`src/sv/sep_pkg.sv`:
```
`timescale 1ns / 1ps
// ----------------------------------------------------------------------------
// SIEVE eviction policy package
// Shared request and response types, codes and sizes.
// ----------------------------------------------------------------------------
package sep_pkg;

  localparam int SEP_ENTRIES = 64;
  localparam int SEP_KEY_W   = 64;
  localparam int SEP_SIZE_W  = 32;
  localparam int SEP_CFG_AW  = 3;
  localparam int SEP_CFG_DW  = 32;

  typedef enum logic [1:0] {
    FUNC_HIT    = 2'd0,
    FUNC_MISS   = 2'd1,
    FUNC_EVICT  = 2'd2,
    FUNC_REMOVE = 2'd3
  } func_t;

  typedef enum logic [2:0] {
    STAT_OK        = 3'd0,
    STAT_TOO_LARGE = 3'd1,
    STAT_FULL      = 3'd2,
    STAT_EMPTY     = 3'd3,
    STAT_NOT_FOUND = 3'd4,
    STAT_DUPLICATE = 3'd5
  } status_t;

  localparam logic [SEP_CFG_AW-1:0] REG_CAPACITY = 3'd0;

  typedef struct packed {
    logic [1:0]            func;
    logic [SEP_KEY_W-1:0]  obj_key;
    logic [SEP_SIZE_W-1:0] byte_len;
  } in_req_t;

  typedef struct packed {
    logic [SEP_KEY_W-1:0] victim_key;
    logic                 victim_valid;
    logic [2:0]           status;
  } out_rsp_t;

  typedef enum logic [2:0] {
    S_IDLE,
    S_SRCH,
    S_INS,
    S_LINK,
    S_WALK,
    S_STEP,
    S_UNLINK,
    S_DONE
  } state_t;

endpackage

```
`src/sv/sep_cfg.sv`:
```
`timescale 1ns / 1ps
// ----------------------------------------------------------------------------
// SIEVE configuration registers
// APB-style register file holding the capacity limit.
// ----------------------------------------------------------------------------
module sep_cfg
  import sep_pkg::*;
(
  input  logic                  clk,
  input  logic                  rst_n,
  input  logic                  psel,
  input  logic                  penable,
  input  logic                  pwrite,
  input  logic [SEP_CFG_AW-1:0] paddr,
  input  logic [SEP_CFG_DW-1:0] pwdata,
  output logic [SEP_CFG_DW-1:0] prdata,
  output logic                  pready,
  output logic [SEP_SIZE_W-1:0] capacity
);

  logic [SEP_SIZE_W-1:0] cap_r;
  logic                  sel_cap;

  // Only the word index is decoded; byte offsets are ignored.
  assign sel_cap = (paddr[SEP_CFG_AW-1:2] == REG_CAPACITY[SEP_CFG_AW-1:2]);

  always_ff @(posedge clk) begin
    if (!rst_n) begin
      cap_r <= '1;
    end else if (psel && penable && pwrite && sel_cap) begin
      cap_r <= pwdata;
    end
  end

  assign pready   = 1'b1;
  assign prdata   = sel_cap ? cap_r : '0;
  assign capacity = cap_r;

endmodule

```
`config.mk`:
```
export PLATFORM = sky130hd
export DESIGN_NAME = sep_cfg
export DESIGN_NICKNAME = d
export VERILOG_FILES = /design/src/sv/sep_pkg.sv /design/src/sv/sep_cfg.sv
export SDC_FILE = /design/constraint.sdc
export NUM_CORES = 1
export LEC_CHECK = 0
export BUFFER_PORTS_ARGS = -buffer_cell sky130_fd_sc_hd__buf_2
export CORE_MARGIN = 3
export CORE_UTILIZATION = 40
export CTS_BUF_LIST = sky130_fd_sc_hd__clkbuf_8
export CTS_CLUSTER_DIAMETER = 60
export DETAILED_ROUTE_END_ITERATION = 7
export PLACE_DENSITY_LB_ADDON = 0.08
export REMOVE_ABC_BUFFERS = 1
export SYNTH_ARGS = -nofsm -noshare
export SYNTH_HDL_FRONTEND = slang
export SYNTH_SLANG_ARGS = --single-unit
```
`constraint.sdc`:
```
create_clock -name clk -period 2.4 [get_ports clk]
set_input_delay 0.24 -clock clk [delete_from_list [all_inputs] [get_ports clk]]
set_output_delay 0.24 -clock clk [all_outputs]
set_load 0.05 [all_outputs]
```
* Yosys cells after proc, flatten, opt, wreduce, memory -nomap -nowiden
Cells that the tools add are included.
** Storage, ports and cells
- Register bits after elaboration :: 32
- Input port bits :: 40
- Word-level logic and storage cells :: 6
** Cells by class
- Multiplexer cells :: 1
- Bitwise logic cells :: 1
- Reductions and logical operators :: 3
** Operators with widths (count)
- $mux 32 :: 1
- $logic_and 1x1->1 :: 3
- $not 1->1 :: 1

* Depth between registers and ports, before layout
- Depth after elaboration :: 3
- Gate-level depth with buffers :: 4
- Mapped depth without buffers :: 2

* Least setup slack after synthesis
No wires, ideal clock.
- Path type :: reg2out
- Start point :: reg cap_r[0], in the netlist capacity[0]
- End point :: out prdata[0]
- Data arrival time :: 1.410 ns
- Slack :: 0.750 ns
- Cell stages (with the launch flop) :: 2
- Path buffers :: 0
- Path through :: dfxtp_1 -> nor2b_1
** Between the ends
- Cells in the longest elaborated chain, start to end :: 1
** RTL lines
- from (decl) :: RTL line sep_cfg.sv:21 : logic [SEP_SIZE_W-1:0] cap_r;
- from (signal assigned) :: RTL line sep_cfg.sv:31 : cap_r <= pwdata;
- $mux 32 :: RTL line sep_cfg.sv:36 : assign prdata = sel_cap ? cap_r : '0;
- to (decl) :: RTL line sep_cfg.sv:16 : output logic [SEP_CFG_DW-1:0] prdata,
Every way passes these cells.

* Worst setup path after layout
- Start point :: in paddr[2]
- End point :: out prdata[31]
** Between the ends
- Cells in the longest elaborated chain, start to end :: 1
** RTL lines
- from (decl) :: RTL line sep_cfg.sv:14 : input logic [SEP_CFG_AW-1:0] paddr,
- $mux 32 :: RTL line sep_cfg.sv:36
Every way passes these cells.

==> impl_metrics.csv <==
group,metric,value,unit
outcome,status,"finished clean",
global_routing,grt_antenna_before_repair,0,
clock_network,numCtsBuffers,5,
global_routing,grt_max_degree,65,
sta,final_hold_viol_count,0,
worst_setup_path,cp_num_cells,4,
place,placed_area,2170,µm²
global_routing,grt_pass1_vias,1228,
yosys,synthCells,177,
finish,fin_nets,313,
floorplan,fp.dieArea,5060,µm²
sta,worst_pin_slew,0.795,ns
sta,finalCriticalPeriod,1.37,ns
worst_setup_path,worst-setup-path-type,"in2out",
clock_network,post_cts_buffers,0,
floorplan,ios,105,
sta,post-route-period-util,57.2,%
place,dpl_worst_slack,0.890,ns
yosys,synth_top_area_share,37.7,%
yosys,synth_area_per_cell,9.59,µm²
power_and_ir_drop,power_leakage,0.917,nW
floorplan,row_count,23,
drt,vias_per_cell,4.35,
worst_setup_path,cp_slowest_cell,"buf_4",
finish,stdcell_count,324,
sta,hold_slack,0.220,ns
yosys,synth_seq_cells,32,
worst_setup_path,cp_cell_sequence,"buf_2 -> buf_4 -> and2b_2 -> buf_2",
worst_setup_path,cpPeakStageDelay,0.32,ns
yosys,yosys.cell_types.count,11,
yosys,ys_seq_area_share,37.7,%
drt,drt_wl_total,3640,µm
worst_setup_path,cp-end-kind,"output port",
clock_network,clock_latency,0.27,ns
yosys,synth_edf_count,0,
sta,fmax,728,MHz
floorplan,die_h,71.2,µm
worst_setup_path,r2r_cells,2,
drt,vias,1411,
worst_setup_path,cp_common_cell,"buf_2",
worst_setup_path,r2r_start,"capacity[0]",
drt,ant_nets,0,
clock_network,post_cts_resized,0,
worst_setup_path,critPathRequiredTime,2.16,ns
place,dpl.cell_count,316,
power_and_ir_drop,p_total,1.29,mW
finish,largest_reg_flops,32,
floorplan,dieWidth,71.2,µm
sta,finalSetupViolCount,0,
clock_network,cts_hold_buf,0,
yosys,synth_most_common_cell,"nor2b_1",
hold_path,hold_end,"capacity[25]",
finish,finalCoreUtilization,55.8,%
drt,drtIter0Drc,49,
yosys,synth_top_cell_by_area,"dfxtp_1",
place,place_hpwl,2570,µm
yosys,synth.area.top_cells,"dfxtp_1, nor2b_1, mux2i_1",
finish,drive_gt1_share,41.2,%
sta,drv_slew,0,
global_routing,grt_overflow,0,
power_and_ir_drop,p_per_area,568,nW/µm²
clock_network,cts_tree,"built",
worst_setup_path,critical_path_buf_inv_count,3,
floorplan,start_util,41.8,%
worst_setup_path,critical-path-top-delay-family,"buffers and inverters",
finish,final_area,2260,µm²
global_routing,grt_pass1_wl,5580,µm
floorplan,coreArea,4060,µm²
sta,fin_ws,1.03,ns
yosys,syn_area,1700,µm²
yosys,yosysWarningCount,0,
hold_path,hold_class,"in2reg",
clock_network,clockRootBuffer,"clkbuf_8",
power_and_ir_drop,vdd_drop_max,0.280,mV
sta,rsz0062_at_grt,"no",
clock_network,clkSinkCount,32,
finish,n_antenna_cell,0,
worst_setup_path,r2r_slack,1.76,ns
drt,drc_errors,0,
place,port_buffers,101,
clock_network,cts.path.max_buffers,2,
sta,finalClockSkew,0,ns
worst_setup_path,r2r-end,"capacity[0]",
finish,fillerInstances,407,
place,gp_congestion,0.683,
worst_setup_path,worstPathArrival,1.13,ns
sta,finalSetupTns,0,ns
hold_path,hp-start,"pwdata[25]",
worst_setup_path,worstPathMaxFanout,32,
drt,wl_per_cell,11.2,µm
finish,syn_to_final_growth,33.2,%
clock_network,clk_pin_slew,0.06,ns
run,cap_viol_max_count,0,
clock_network,cts-htree-levels,2,
yosys,synth_ff_type,"dfxtp_1",
drt,dr.pass1.iters,3,
worst_setup_path,startpoint_type,"input port",
yosys,async_flop_share,0,%
global_routing,grt_use_total,13.7,%
hold_path,whs_path_depth,3,
yosys,synthTopCellsByCount,"nor2b_1, dfxtp_1, mux2i_1",
sta,slew-limit-headroom,47.0,%
layout by cell type, fill, tap and decap left out:
cell      Yosys  layout
and2b_2       2       2
and4b_2       0       1
buf_2         1     101
buf_4         1       3
clkbuf_8      0       6
conb_1        1       1
dfxtp_1      32      32
inv_1         0       2
mux2i_1      32      32
nor2b_1      94      94
power breakdown:
group / total, mW / switching, mW / internal (mW)
sequential: 0.551 / 0.00792 / 0.543
clock: 0.405 / 0.180 / 0.225
combinational: 0.328 / 0.231 / 0.0973
total: 1.29 / 0.420 / 0.866
per-layer routing:
layer	global-route usage, %	routed length (µm)	up-vias
met3	4.26	302	4
met5	0	0	-
li1	-	-	742
met4	6.26	35	0
met1	17.1	1660	607
met2	21.5	1640	58
area by class of cell:
type                       instances  area (µm²)  area share [%]
timing repair buffer             104         528            23.3
clock buffer                       6        82.6            3.65
tap                               50        62.6            2.77
multi-input combinational        130         941            41.6
clock inverter                     2        7.51           0.332
sequential                        32         641            28.3
worst reg2reg max path, cell delays in order (launching register included):
cell and delay, ns:
dfxtp_1 0.32, nor2b_1 0.11, mux2i_1 0.08
cell families (layout without fill, tap and decap cells):
group | after synthesis | in the layout | synth area share, %
other | 1 | 1 | 0.221
flip-flops | 32 | 32 | 37.7
AND/OR/NAND/NOR | 97 | 97 | 36.3
multiplexers | 32 | 32 | 18.9
buffers and inverters | 15 | 112 | 6.93
worst max-delay path by stage:
stage	start	to	slack (ns)
6_report	paddr[2]	prdata[31]	1.03
5_1_grt	paddr[2]	prdata[29]	0.97
4_1_cts	paddr[2]	prdata[29]	1.03
3_5_place_dp	paddr[2]	capacity[31]	0.89
3_3_place_gp	paddr[2]	capacity[19]	0.90
2_1_floorplan	paddr[2]	capacity[0]	0.57
Note: power is estimated with default switching activity, not from simulation.
