--- config.mk ---
export PLATFORM = sky130hd
export DESIGN_NAME = sep_ram
export DESIGN_NICKNAME = d
export VERILOG_FILES = /design/src/sv/sep_ram.sv
export SDC_FILE = /design/constraint.sdc
export NUM_CORES = 1
export LEC_CHECK = 0
export BUFFER_PORTS_ARGS = -buffer_cell sky130_fd_sc_hd__buf_2
export CORE_ASPECT_RATIO = 0.5
export CORE_UTILIZATION = 35
export DETAILED_ROUTE_END_ITERATION = 10
export PLACE_DENSITY = 0.54
export RECOVER_POWER = 100
export REMOVE_ABC_BUFFERS = 1
export SLEW_MARGIN = 0
export SYNTH_ARGS = -nofsm -noshare
export SYNTH_HDL_FRONTEND = slang
export SYNTH_SLANG_ARGS = --single-unit
export TNS_END_PERCENT = 5
--- constraint.sdc ---
create_clock -name clk -period 5 [get_ports clk]
set_input_delay 1 -clock clk [delete_from_list [all_inputs] [get_ports clk]]
set_output_delay 1 -clock clk [all_outputs]
set_load 0.05 [all_outputs]
--- src/sv/sep_ram.sv ---
`timescale 1ns / 1ps
// ----------------------------------------------------------------------------
// Generic RAM
// One write port and one read port with registered read data.
// ----------------------------------------------------------------------------
module sep_ram #(
  parameter int WIDTH = 8,
  parameter int DEPTH = 64
) (
  input  logic                     clk,
  input  logic                     we,
  input  logic [$clog2(DEPTH)-1:0] waddr,
  input  logic [WIDTH-1:0]         wdata,
  input  logic [$clog2(DEPTH)-1:0] raddr,
  output logic [WIDTH-1:0]         rdata
);

  logic [WIDTH-1:0] mem [DEPTH];
  logic [WIDTH-1:0] rdata_r;

  always_ff @(posedge clk) begin
    if (we) begin
      mem[waddr] <= wdata;
    end
    rdata_r <= mem[raddr];
  end

  assign rdata = rdata_r;

endmodule

After elaboration in Yosys (flattened, before gate mapping) --
Memories as Yosys holds them, arrays and structs flattened. A register that Yosys moved wholly into a read port is not among the register bits. Cells that the tools add are included. W data, S select, Z words.
Storage, ports and cells: memories 1, input bits 22, RAM bits 512, ROM bits 0, output and inout port bits 8, bits in latches 0, flip-flop bits (word level) 0
Memories:
- mem | depth 64, bits a word 8, read ports 1, clocked after memory_dff 1, write ports 1, RTL line 18 | logic [WIDTH-1:0] mem [DEPTH];
Cells by class: reduce and logical (&&, ||, !) cells 0, shift operators 0, muxes and demuxes 2, multiply operators 0, equal/unequal tests 0, div/mod/pow operators 0, add/subtract/negate cells 0, $lt $le $gt $ge 0, bitwise operators 0
Operator list (count):
- $mux W1 | 2

Longest topological paths before layout --
Gate-level depths: netlist of the first run.
depth in word-level cells 2, mapped depth 9

Worst setup path before layout of the first run --
OpenSTA, ideal clock, no wires.
path kind input port to flip-flop, start input raddr[1], end register rdata_r[3] (netlist: rdata[3]) (read register of mem), buffers on the path 3, setup time 128 ps, setup slack 2332 ps, cell stages on the path 7, arrival time 2540 ps, path through buf_4 buf_2 buf_2 mux4_2 mux4_2 o21ai_1 o41ai_1
RTL lines:
- start: declaration | RTL line 14 | input logic [$clog2(DEPTH)-1:0] raddr,
- end: declaration | RTL line 19 | logic [WIDTH-1:0] rdata_r;

==> results of run 1 <==
## Yosys cell counts (all sizes together)
master   count  area share
nand2       19      0.0035
nand2b       7      0.0022
o32ai        2     0.00087
a31oi        1     0.00031
o21a         2     0.00074
and2         1     0.00031
a2111oi      2     0.00087
a22oi        3      0.0011
or3          1     0.00031
nand4        2     0.00062
a221oi       6      0.0026
buf         34       0.013
o2111ai      3      0.0013
nor4         2     0.00062
mux4       126        0.14
nor2b       14      0.0043
nor2        83       0.015
dfxtp        8      0.0079
o41ai        2     0.00087
nand4b       1     0.00043
nor3         7      0.0017
a21oi        3     0.00074
clkbuf      17      0.0032
o2bb2ai      3      0.0013
o22ai        8      0.0025
mux2        13      0.0073
o221a        2      0.0011
o311ai       1     0.00043
a211oi       4      0.0015
nand3       13      0.0032
mux2i       23       0.011
nand3b       3      0.0011
o21ai        4     0.00099
o221ai       8      0.0035
edfxtp     512        0.76
## worst max path at each step
stage / start / endpoint / slack (ns)
floorplan: raddr[0] / rdata[4] / 2.64
global placement: raddr[1] / rdata[5] / 1.18
detailed placement: raddr[1] / rdata[5] / 1.06
CTS: raddr[1] / rdata[5] / 1.67
global route: raddr[0] / rdata[5] / 1.01
finish: raddr[0] / rdata[5] / 1.19
## worst max-delay path, stage by stage
cell and delay (ns):
sky130_fd_sc_hd__clkbuf_4 1.14, sky130_fd_sc_hd__mux4_2 0.62, sky130_fd_sc_hd__nor2b_1 0.14, sky130_fd_sc_hd__a2111oi_0 1.01, sky130_fd_sc_hd__o41ai_1 0.14
## cell families after synthesis
kind of cell,after synthesis
muxes,162
buffers and inverters,51
DFF,520
AOI/OAI and AO/OA,54
and+or+nand+nor,153
## layer usage
layer,part of all wire,wire length [um],vias up,global-route usage
met4,0.017,763,0,0.0353
met2,0.47,21700,292,0.254
met5,0,0,-,0
li1,-,-,4025,-
met1,0.45,20500,5037,0.229
met3,0.065,2990,57,0.0298
## power by group through the flow
stage / Combinational (W) / Clock, W / Sequential (W)
4_1_cts: 0.000480 / 0.00406 / 0.00484
6_report: 0.000467 / 0.00401 / 0.00485
3_5_place_dp: 0.000480 / 0 / 0.00493
3_3_place_gp: 0.000474 / 0 / 0.00493
2_1_floorplan: 0.000187 / 0 / 0.00495
5_1_grt: 0.000501 / 0.00424 / 0.00485
## flip-flops by register name, indices dropped and copies added, names as in the netlist
signal	count
mem	512
rdata	8
## through the flow
stage	util	total power [W]	std cells	area [um2]	hold WS, ns
4_1_cts	0.407	0.00939	1784	22900	0.829
5_1_grt	0.406	0.00959	1784	22800	0.867
2_1_floorplan	-	0.00514	889	19900	0.708
6_report	0.406	0.00932	1784	22800	0.816
3_5_place_dp	0.375	0.00541	1691	21100	0.815
3_3_place_gp	0.375	0.00541	1691	21100	0.798
## final cells by class
| cell class | count | area (um2) |
|---|---|---|
| fill | 4924 | 33400 |
| sequential | 520 | 15500 |
| multi-input combinational | 369 | 4320 |
| clock buffer | 62 | 1330 |
| tap | 756 | 946 |
| clock inverter | 31 | 420 |
| timing repair buffer | 46 | 272 |
==> reports/results.md, run 1 <==
| Parameter | Reported |
| --- | --- |
| Unrepaired setup endpoints after global routing | no |
| Hold Startpoint | mem[31][6] |
| Adder-cell share of the synthesized area | 0 |
| PostCTS Resize Cnt | 0 |
| Initial antenna violation count | 0 |
| Io pins | 30 |
| Compound-cell area share of the yosys netlist | 0.0207 |
| Crit path required time | 5.40 ns |
| Number of buffers added to fix hold violations after cts | 0 |
| Pins over their slew limit | 594 |
| Synth Cell Area | 0.0202 mm2 |
| Via count of the routed design | 9,411 |
| Worst IR Drop VDD | 0.224 mV |
| Global route total overflow | 0 |
| Fraction of the mapped netlist area in simple logic gates | 0.0339 |
| Buffers added on ports | 29 |
| Number of H-tree levels | 2 |
| Largest clock skew in the final design | 0.0116 ns |
| Critical path data arrival time | 4.21 ns |
| Average wire per standard cell | 25.8 um |
| HPWL reported at the end of detailed placement | 27,900 um |
| DIE AREA | 0.0586 mm2 |
| Remaining design rule violation count | 0 |
| Aggregate routed wire length | 46,000 um |
| Type of the worst min-delay path | register to register |
| Post-synthesis sequential area ratio | 0.770 |
| Max clock buf depth | 3 |
| Sequential Power Share | 0.520 |
| Die H | 172 um |
| Share of power burned in the clock network | 0.430 |
| Combinational group share of total power | 0.050 |
| Synth Area in XOR/XNOR | 0 |
| Synthesized instance count | 940 |
| Shortest period the worst path allows | 3.81 ns |
| Final antenna diode count | 0 |
| Cell at the root of the clock tree | sky130_fd_sc_hd__clkbuf_16 |
| Setup slack at placement | 1.06 ns |
| Antenna violation net count after detailed routing | 0 |
| Warnings, synthesis | 0 |
| Signed area change from the synthesized netlist to the final layout | 13.1% |
| CTS buffer count | 50 |
| Number of distinct standard cells referenced by the synthesized netlist | 40 |
| R2R Path End | rdata[5] |
| Post-route setup TNS | 0 ns |
| Type of the setup path with the least slack | input pin to register |
| Die span in x | 341 um |
| Number of hold violations in the final report | 0 |
| Reported leakage power | 6.95 nW |
| Startpoint of the lowest-slack register-to-register path | mem[3][5] |
| Buffer count from post-CTS setup fixing | 0 |
| Flop-to-flop setup slack | 2.74 ns |
| Violations in the final reports | max-capacitance violations, max-slew violations |
| Most common library cell in the layout ignoring fill and taps | sky130_fd_sc_hd__edfxtp_1 |
| Endpoint class of the critical path | register |
| Initial core utilization | 0.359 |
| Share of layout cells above drive strength 1 | 0.235 |
| DRT Pass-1 Iters | 5 |
| Mux contribution to synthesized area | 0.159 |
| Kind of start point of the critical path | input pin |
| Transition time at the pin with the least slew margin | 3.12 ns |
| Dominant combinational cell family by area after synthesis | multiplexers |
| Number of storage elements in the synthesis netlist | 520 |
| Final weighted congestion in routability-driven placement | 0.780 |
| Portion of the clock cycle consumed by the worst path in the final layout | 0.762 |
| Placeable core region | 0.0563 mm2 |
| Worst Path Max Fanout | 74 |
| Via/cell ratio | 5.28 |
| Global router's overall resource usage | 0.160 |
| Final-stage net count | 1,009 |
| Min setup slack post-route | 1.19 ns |
| Max_slew headroom | -1.08 |
| Row count | 61 |
| Global-route wire length before repair | 67,700 um |
| Max-cap check violation count | 9 |
| Vias in the first global route | 9,639 |
| Net switching power | 0.00192 W |
| Leading cell types in the layout, fill and taps excluded | sky130_fd_sc_hd__edfxtp_1 (512), sky130_fd_sc_hd__mux4_2 (126), sky130_fd_sc_hd__nor2_1 (83), sky130_fd_sc_hd__clkbuf_16 (51), sky130_fd_sc_hd__clkbuf_1 (31) |
| Clock Pin Slew Worst Setup and Hold Paths | 0.06 ns |
| Iter 0 DRT Violations | 1,075 |
| Peak Freq | 262 MHz |
| Number of cell instances on the worst register-to-register path | 4 |
| Run status | finished, violations left |
| Power per Cell Area | 409 mW/mm2 |
| CTS Sinks | 520 |
| Cell-internal power | 0.00740 W |
| Pin count of the biggest net entering global routing | 75 |
| Total setup violations reported at the end of the flow | 0 |
| Average cell area after synthesis | 21.5 um2 |
| Destination of the worst hold path | rdata[6] |
| Clock tree from TritonCTS | done |
| Hold Path Depth | 3 |
| Skew-Pair Late Insertion Delay | 0.56 ns |
| Fraction of power spent switching nets | 0.206 |
Note: power is estimated with default switching activity, not from simulation.
==> run 2, diff against run 1 <==
--- a/config.mk
+++ b/config.mk
@@ -5,11 +5,12 @@
 export SDC_FILE = /design/constraint.sdc
 export NUM_CORES = 1
 export LEC_CHECK = 0
+export ABC_AREA = 1
 export BUFFER_PORTS_ARGS = -buffer_cell sky130_fd_sc_hd__buf_2
 export CORE_ASPECT_RATIO = 0.5
 export CORE_UTILIZATION = 35
 export DETAILED_ROUTE_END_ITERATION = 10
-export PLACE_DENSITY = 0.54
+export PLACE_DENSITY = 0.56
 export RECOVER_POWER = 100
 export REMOVE_ABC_BUFFERS = 1
 export SLEW_MARGIN = 0
==> constraint.sdc (replaced) <==
create_clock -name clk -period 3.2 [get_ports clk]
set_input_delay 0.64 -clock clk [delete_from_list [all_inputs] [get_ports clk]]
set_output_delay 0.64 -clock clk [all_outputs]
set_load 0.05 [all_outputs]
==> reports/results.md, run 2 <==
| Parameter | Reported | Delta |
| --- | --- | --- |
| Hold Path Depth | 3 | unchanged |
| Max_slew headroom | -0.551 | was -1.08 |
| Busiest grt layer | met2 | unchanged |
| R2R Path End | rdata[3] | was rdata[5] |
| Shortest period the worst path allows | 2.43 ns |  |
| Cells taking the most area after synthesis | sky130_fd_sc_hd__edfxtp_1 (72%), sky130_fd_sc_hd__nand2_1 (11%), sky130_fd_sc_hd__nand3_1 (10%) | was sky130_fd_sc_hd__edfxtp_1 (76%), sky130_fd_sc_hd__mux4_2 (14%), sky130_fd_sc_hd__nor2_1 (1.5%) |
| Via count of the routed design | 13.8k | was 9,411 |
| Average wire per standard cell | 19.9 um | was 25.8 um |
| Cell at the slowest stage of the critical path | sky130_fd_sc_hd__clkbuf_1 | was sky130_fd_sc_hd__clkbuf_4 |
| CTS Sinks | 520 | unchanged |
| Final antenna diode count | 0 | unchanged |
| Final weighted congestion in routability-driven placement | 0.902 | was 0.780 |
| Global router's overall resource usage | 0.175 | was 0.160 |
| Average cell area after synthesis | 11.8 um2 | was 21.5 um2 |
| Clock Pin Slew Worst Setup and Hold Paths | 0.06 ns | about the same |
| Unrepaired setup endpoints after global routing | no | unchanged |
| Number of buffers added to fix hold violations after cts | 0 | unchanged |
| Number of storage elements in the synthesis netlist | 520 | unchanged |
| Signed area change from the synthesized netlist to the final layout | 12.3% | was 13.1% |
| Final non-filler cell total | 2,727 | was 1,784 |
| Largest area contributor in the netlist | sky130_fd_sc_hd__edfxtp_1 | unchanged |
| Power per Cell Area | 602 mW/mm2 | was 409 mW/mm2 |
| Most frequent cells after synthesis | sky130_fd_sc_hd__nand2_1 (648), sky130_fd_sc_hd__edfxtp_1 (512), sky130_fd_sc_hd__nand3_1 (439) | was sky130_fd_sc_hd__edfxtp_1 (512), sky130_fd_sc_hd__mux4_2 (126), sky130_fd_sc_hd__nor2_1 (83) |
| Number of cell instances on the worst register-to-register path | 8 | was 4 |
| Post-layout power | 0.0144 W | was 0.00932 W |
| Most flops, register | mem | unchanged |
| Transition time at the pin with the least slew margin | 2.33 ns | was 3.12 ns |
| Number of distinct standard cells referenced by the synthesized netlist | 16 | was 40 |
| Max clock buf depth | 3 | unchanged |
| Pins over their slew limit | 257 | was 594 |
| DIE AREA | 0.0620 mm2 | was 0.0586 mm2 |
| Type of the worst min-delay path | input pin to register | was register to register |
| Reported leakage power | 8.41 nW | was 6.95 nW |
| Row count | 63 | was 61 |
| Post-synthesis sequential area ratio | 0.728 | was 0.770 |
| Max-cap check violation count | 6 | was 9 |
| Violations in the final reports | max-capacitance violations, max-slew violations | unchanged |
| Met3 demand-to-capacity share in global routing | 0.0239 | was 0.0298 |
| Peak Freq | 411 MHz |  |
| Met2 Usage GRT | 0.271 | was 0.254 |
| Worst IR Drop VDD | 0.314 mV | was 0.224 mV |
| Synthesized instance count | 1,805 | was 940 |
| Share of synthesized registers carrying an async set or reset | 0 | unchanged |
| Critical Path, Cell by Cell | clkbuf_1, clkbuf_1 | was clkbuf_4, mux4_2, nor2b_1, a2111oi_0, o41ai_1 |
| Number of instances in the placed design | 2,640 | was 1,691 |
| Worst Path Buf+Inv | 2 | was 1 |
| Initial core utilization | 0.357 | was 0.359 |
| Run status | finished, violations left | unchanged |
| Number of hold violations in the final report | 0 | unchanged |
| Skew-Pair Late Insertion Delay | 0.58 ns | was 0.56 ns |
| Iter 0 DRT Violations | 1,357 | was 1,075 |
| Leading cell types in the layout, fill and taps excluded | sky130_fd_sc_hd__nand2_1 (648), sky130_fd_sc_hd__edfxtp_1 (512), sky130_fd_sc_hd__nand3_1 (439), sky130_fd_sc_hd__clkbuf_1 (101), sky130_fd_sc_hd__nor2_1 (56) | was sky130_fd_sc_hd__edfxtp_1 (512), sky130_fd_sc_hd__mux4_2 (126), sky130_fd_sc_hd__nor2_1 (83), sky130_fd_sc_hd__clkbuf_16 (51), sky130_fd_sc_hd__clkbuf_1 (31) |
| Placeable core region | 0.0597 mm2 | was 0.0563 mm2 |
| Crit path required time | 3.44 ns | was 5.40 ns |
| Area share of the largest cell type after synthesis | 0.720 | was 0.762 |
| CP peak stage delay | 1.24 ns | was 1.14 ns |
| Type of the setup path with the least slack | input pin to register | unchanged |
| Buffer count from post-CTS setup fixing | 0 | unchanged |
| Pin count of the biggest net entering global routing | 102 | was 75 |
| Antenna violation net count after detailed routing | 0 | unchanged |
| Die span in x | 351 um | was 341 um |
| Most common library cell in the layout ignoring fill and taps | sky130_fd_sc_hd__nand2_1 | was sky130_fd_sc_hd__edfxtp_1 |
| Destination of the worst hold path | rdata[3] | was rdata[6] |
| Met1 Use GR | 0.256 | was 0.229 |
| Top delay family on crit path | buffers and inverters | was compound AO/OA/AOI/OAI gates |
| PostCTS Resize Cnt | 0 | unchanged |
| Most frequently used cell type in the post-synthesis netlist | sky130_fd_sc_hd__nand2_1 | was sky130_fd_sc_hd__edfxtp_1 |
| DRT Pass-1 Iters | 5 | unchanged |
| Warnings, synthesis | 0 | unchanged |
| Initial antenna violation count | 0 | unchanged |
| Vias in the first global route | 13.0k | was 9,639 |
| Total setup violations reported at the end of the flow | 0 | unchanged |
| Buffers added on ports | 29 | unchanged |
| Startpoint of the lowest-slack register-to-register path | mem[50][3] | was mem[3][5] |
| Largest clock skew in the final design | 0.0120 ns | was 0.0116 ns |
| Critical Path Most Common Cell | sky130_fd_sc_hd__clkbuf_1 |  |
| Final-stage net count | 1,901 | was 1,009 |
| Synth Cell Area | 0.0213 mm2 | was 0.0202 mm2 |
| Hold Startpoint | raddr[5] | was mem[31][6] |
| CTS buffer count | 49 | was 50 |
| Worst Path Max Fanout | 30 | was 74 |
| HPWL reported at the end of detailed placement | 32,800 um | was 27,900 um |
| Endpoint class of the critical path | register | unchanged |
| Via/cell ratio | 5.06 | was 5.28 |
| Top_reg_cell synth | sky130_fd_sc_hd__edfxtp_1 | unchanged |
| Die H | 177 um | was 172 um |
| Flop-to-flop setup slack | 1.79 ns | was 2.74 ns |
| Portion of the clock cycle consumed by the worst path in the final layout | 0.760 |  |
| Share of layout cells above drive strength 1 | 0.0627 | was 0.235 |
| Global-route wire length before repair | 81,400 um | was 67,700 um |
| Largest register FFs | 512 | unchanged |
| Post-route setup TNS | 0 ns | unchanged |
| Number of enable flip-flop cells after synthesis | 512 | unchanged |
| Clock tree from TritonCTS | done | unchanged |
| Number of H-tree levels | 2 | unchanged |
| Aggregate routed wire length | 54,300 um | was 46,000 um |
| Remaining design rule violation count | 0 | unchanged |
| Critical path data arrival time | 2.68 ns | was 4.21 ns |
| Global route total overflow | 0 | unchanged |
| Kind of start point of the critical path | input pin | unchanged |
| Io pins | 30 | unchanged |
| Cell at the root of the clock tree | sky130_fd_sc_hd__clkbuf_16 | unchanged |
-- run 2: area by class of cell --
| class | count | area [um2] |
|---|---|---|
| Fill cell | 5736 | 35800 |
| Sequential cell | 520 | 15500 |
| Multi-Input combinational cell | 1160 | 4950 |
| Clock buffer | 65 | 1350 |
| Tap cell | 812 | 1020 |
| Timing Repair Buffer | 136 | 793 |
| Clock inverter | 22 | 263 |
| Inverter | 12 | 55.1 |
-- run 2: cells by family after synthesis --
family,Yosys count,share of synthesized area
flip-flops,520,0.728
AND/OR/NAND/NOR,1160,0.232
buffers and inverters,125,0.0402
-- run 2: layer usage --
| metal | vias up | wire [um] |
|---|---|---|
| met5 | - | 0 |
| met4 | 0 | 1570 |
| met3 | 90 | 3170 |
| met2 | 383 | 24400 |
| met1 | 6836 | 25200 |
| li1 | 6499 | - |
-- run 2: worst reg2reg max path, stage by stage, from the launching register on --
cell	delay [ns]
sky130_fd_sc_hd__edfxtp_1	0.37
sky130_fd_sc_hd__nand2_1	0.07
sky130_fd_sc_hd__nand3_1	0.07
sky130_fd_sc_hd__nand3_1	0.16
sky130_fd_sc_hd__nand2_1	0.08
sky130_fd_sc_hd__nand2_1	0.07
sky130_fd_sc_hd__nand3_1	0.26
sky130_fd_sc_hd__nand3_1	0.17
sky130_fd_sc_hd__nand2_1	0.05
-- run 2: how the worst max path moves through the flow --
stage	from	to	cells past startpoint
after floorplan	raddr[1]	rdata[7]	8
after global routing	wdata[4]	mem[17][4]	2
after detailed placement	raddr[0]	rdata[1]	11
after CTS	rdata[5]	rdata[5]	1
after global placement	raddr[0]	rdata[3]	11
final	wdata[4]	mem[17][4]	2
-- run 2: where the power goes --
group	internal [W]	leakage, nW	total [W]	switching [W]
logic	0.000225	2.95	0.000937	0.000712
registers	0.00754	4.67	0.00756	0.0000204
clock network	0.00344	0.786	0.00591	0.00247
-- run 2: metrics by stage --
| stage | hold slack [ns] | worst slack [ns] | utilization | area [um2] |
|---|---|---|---|---|
| after CTS | 0.413 | 1.28 | 0.406 | 24200 |
| after detailed placement | 0.791 | 0.767 | 0.379 | 22600 |
| after global routing | 0.415 | 0.736 | 0.401 | 24000 |
| final | 0.437 | 0.768 | 0.401 | 24000 |
| after global placement | 0.791 | 0.773 | 0.379 | 22600 |
| after floorplan | 0.721 | 0.0431 | - | 20500 |
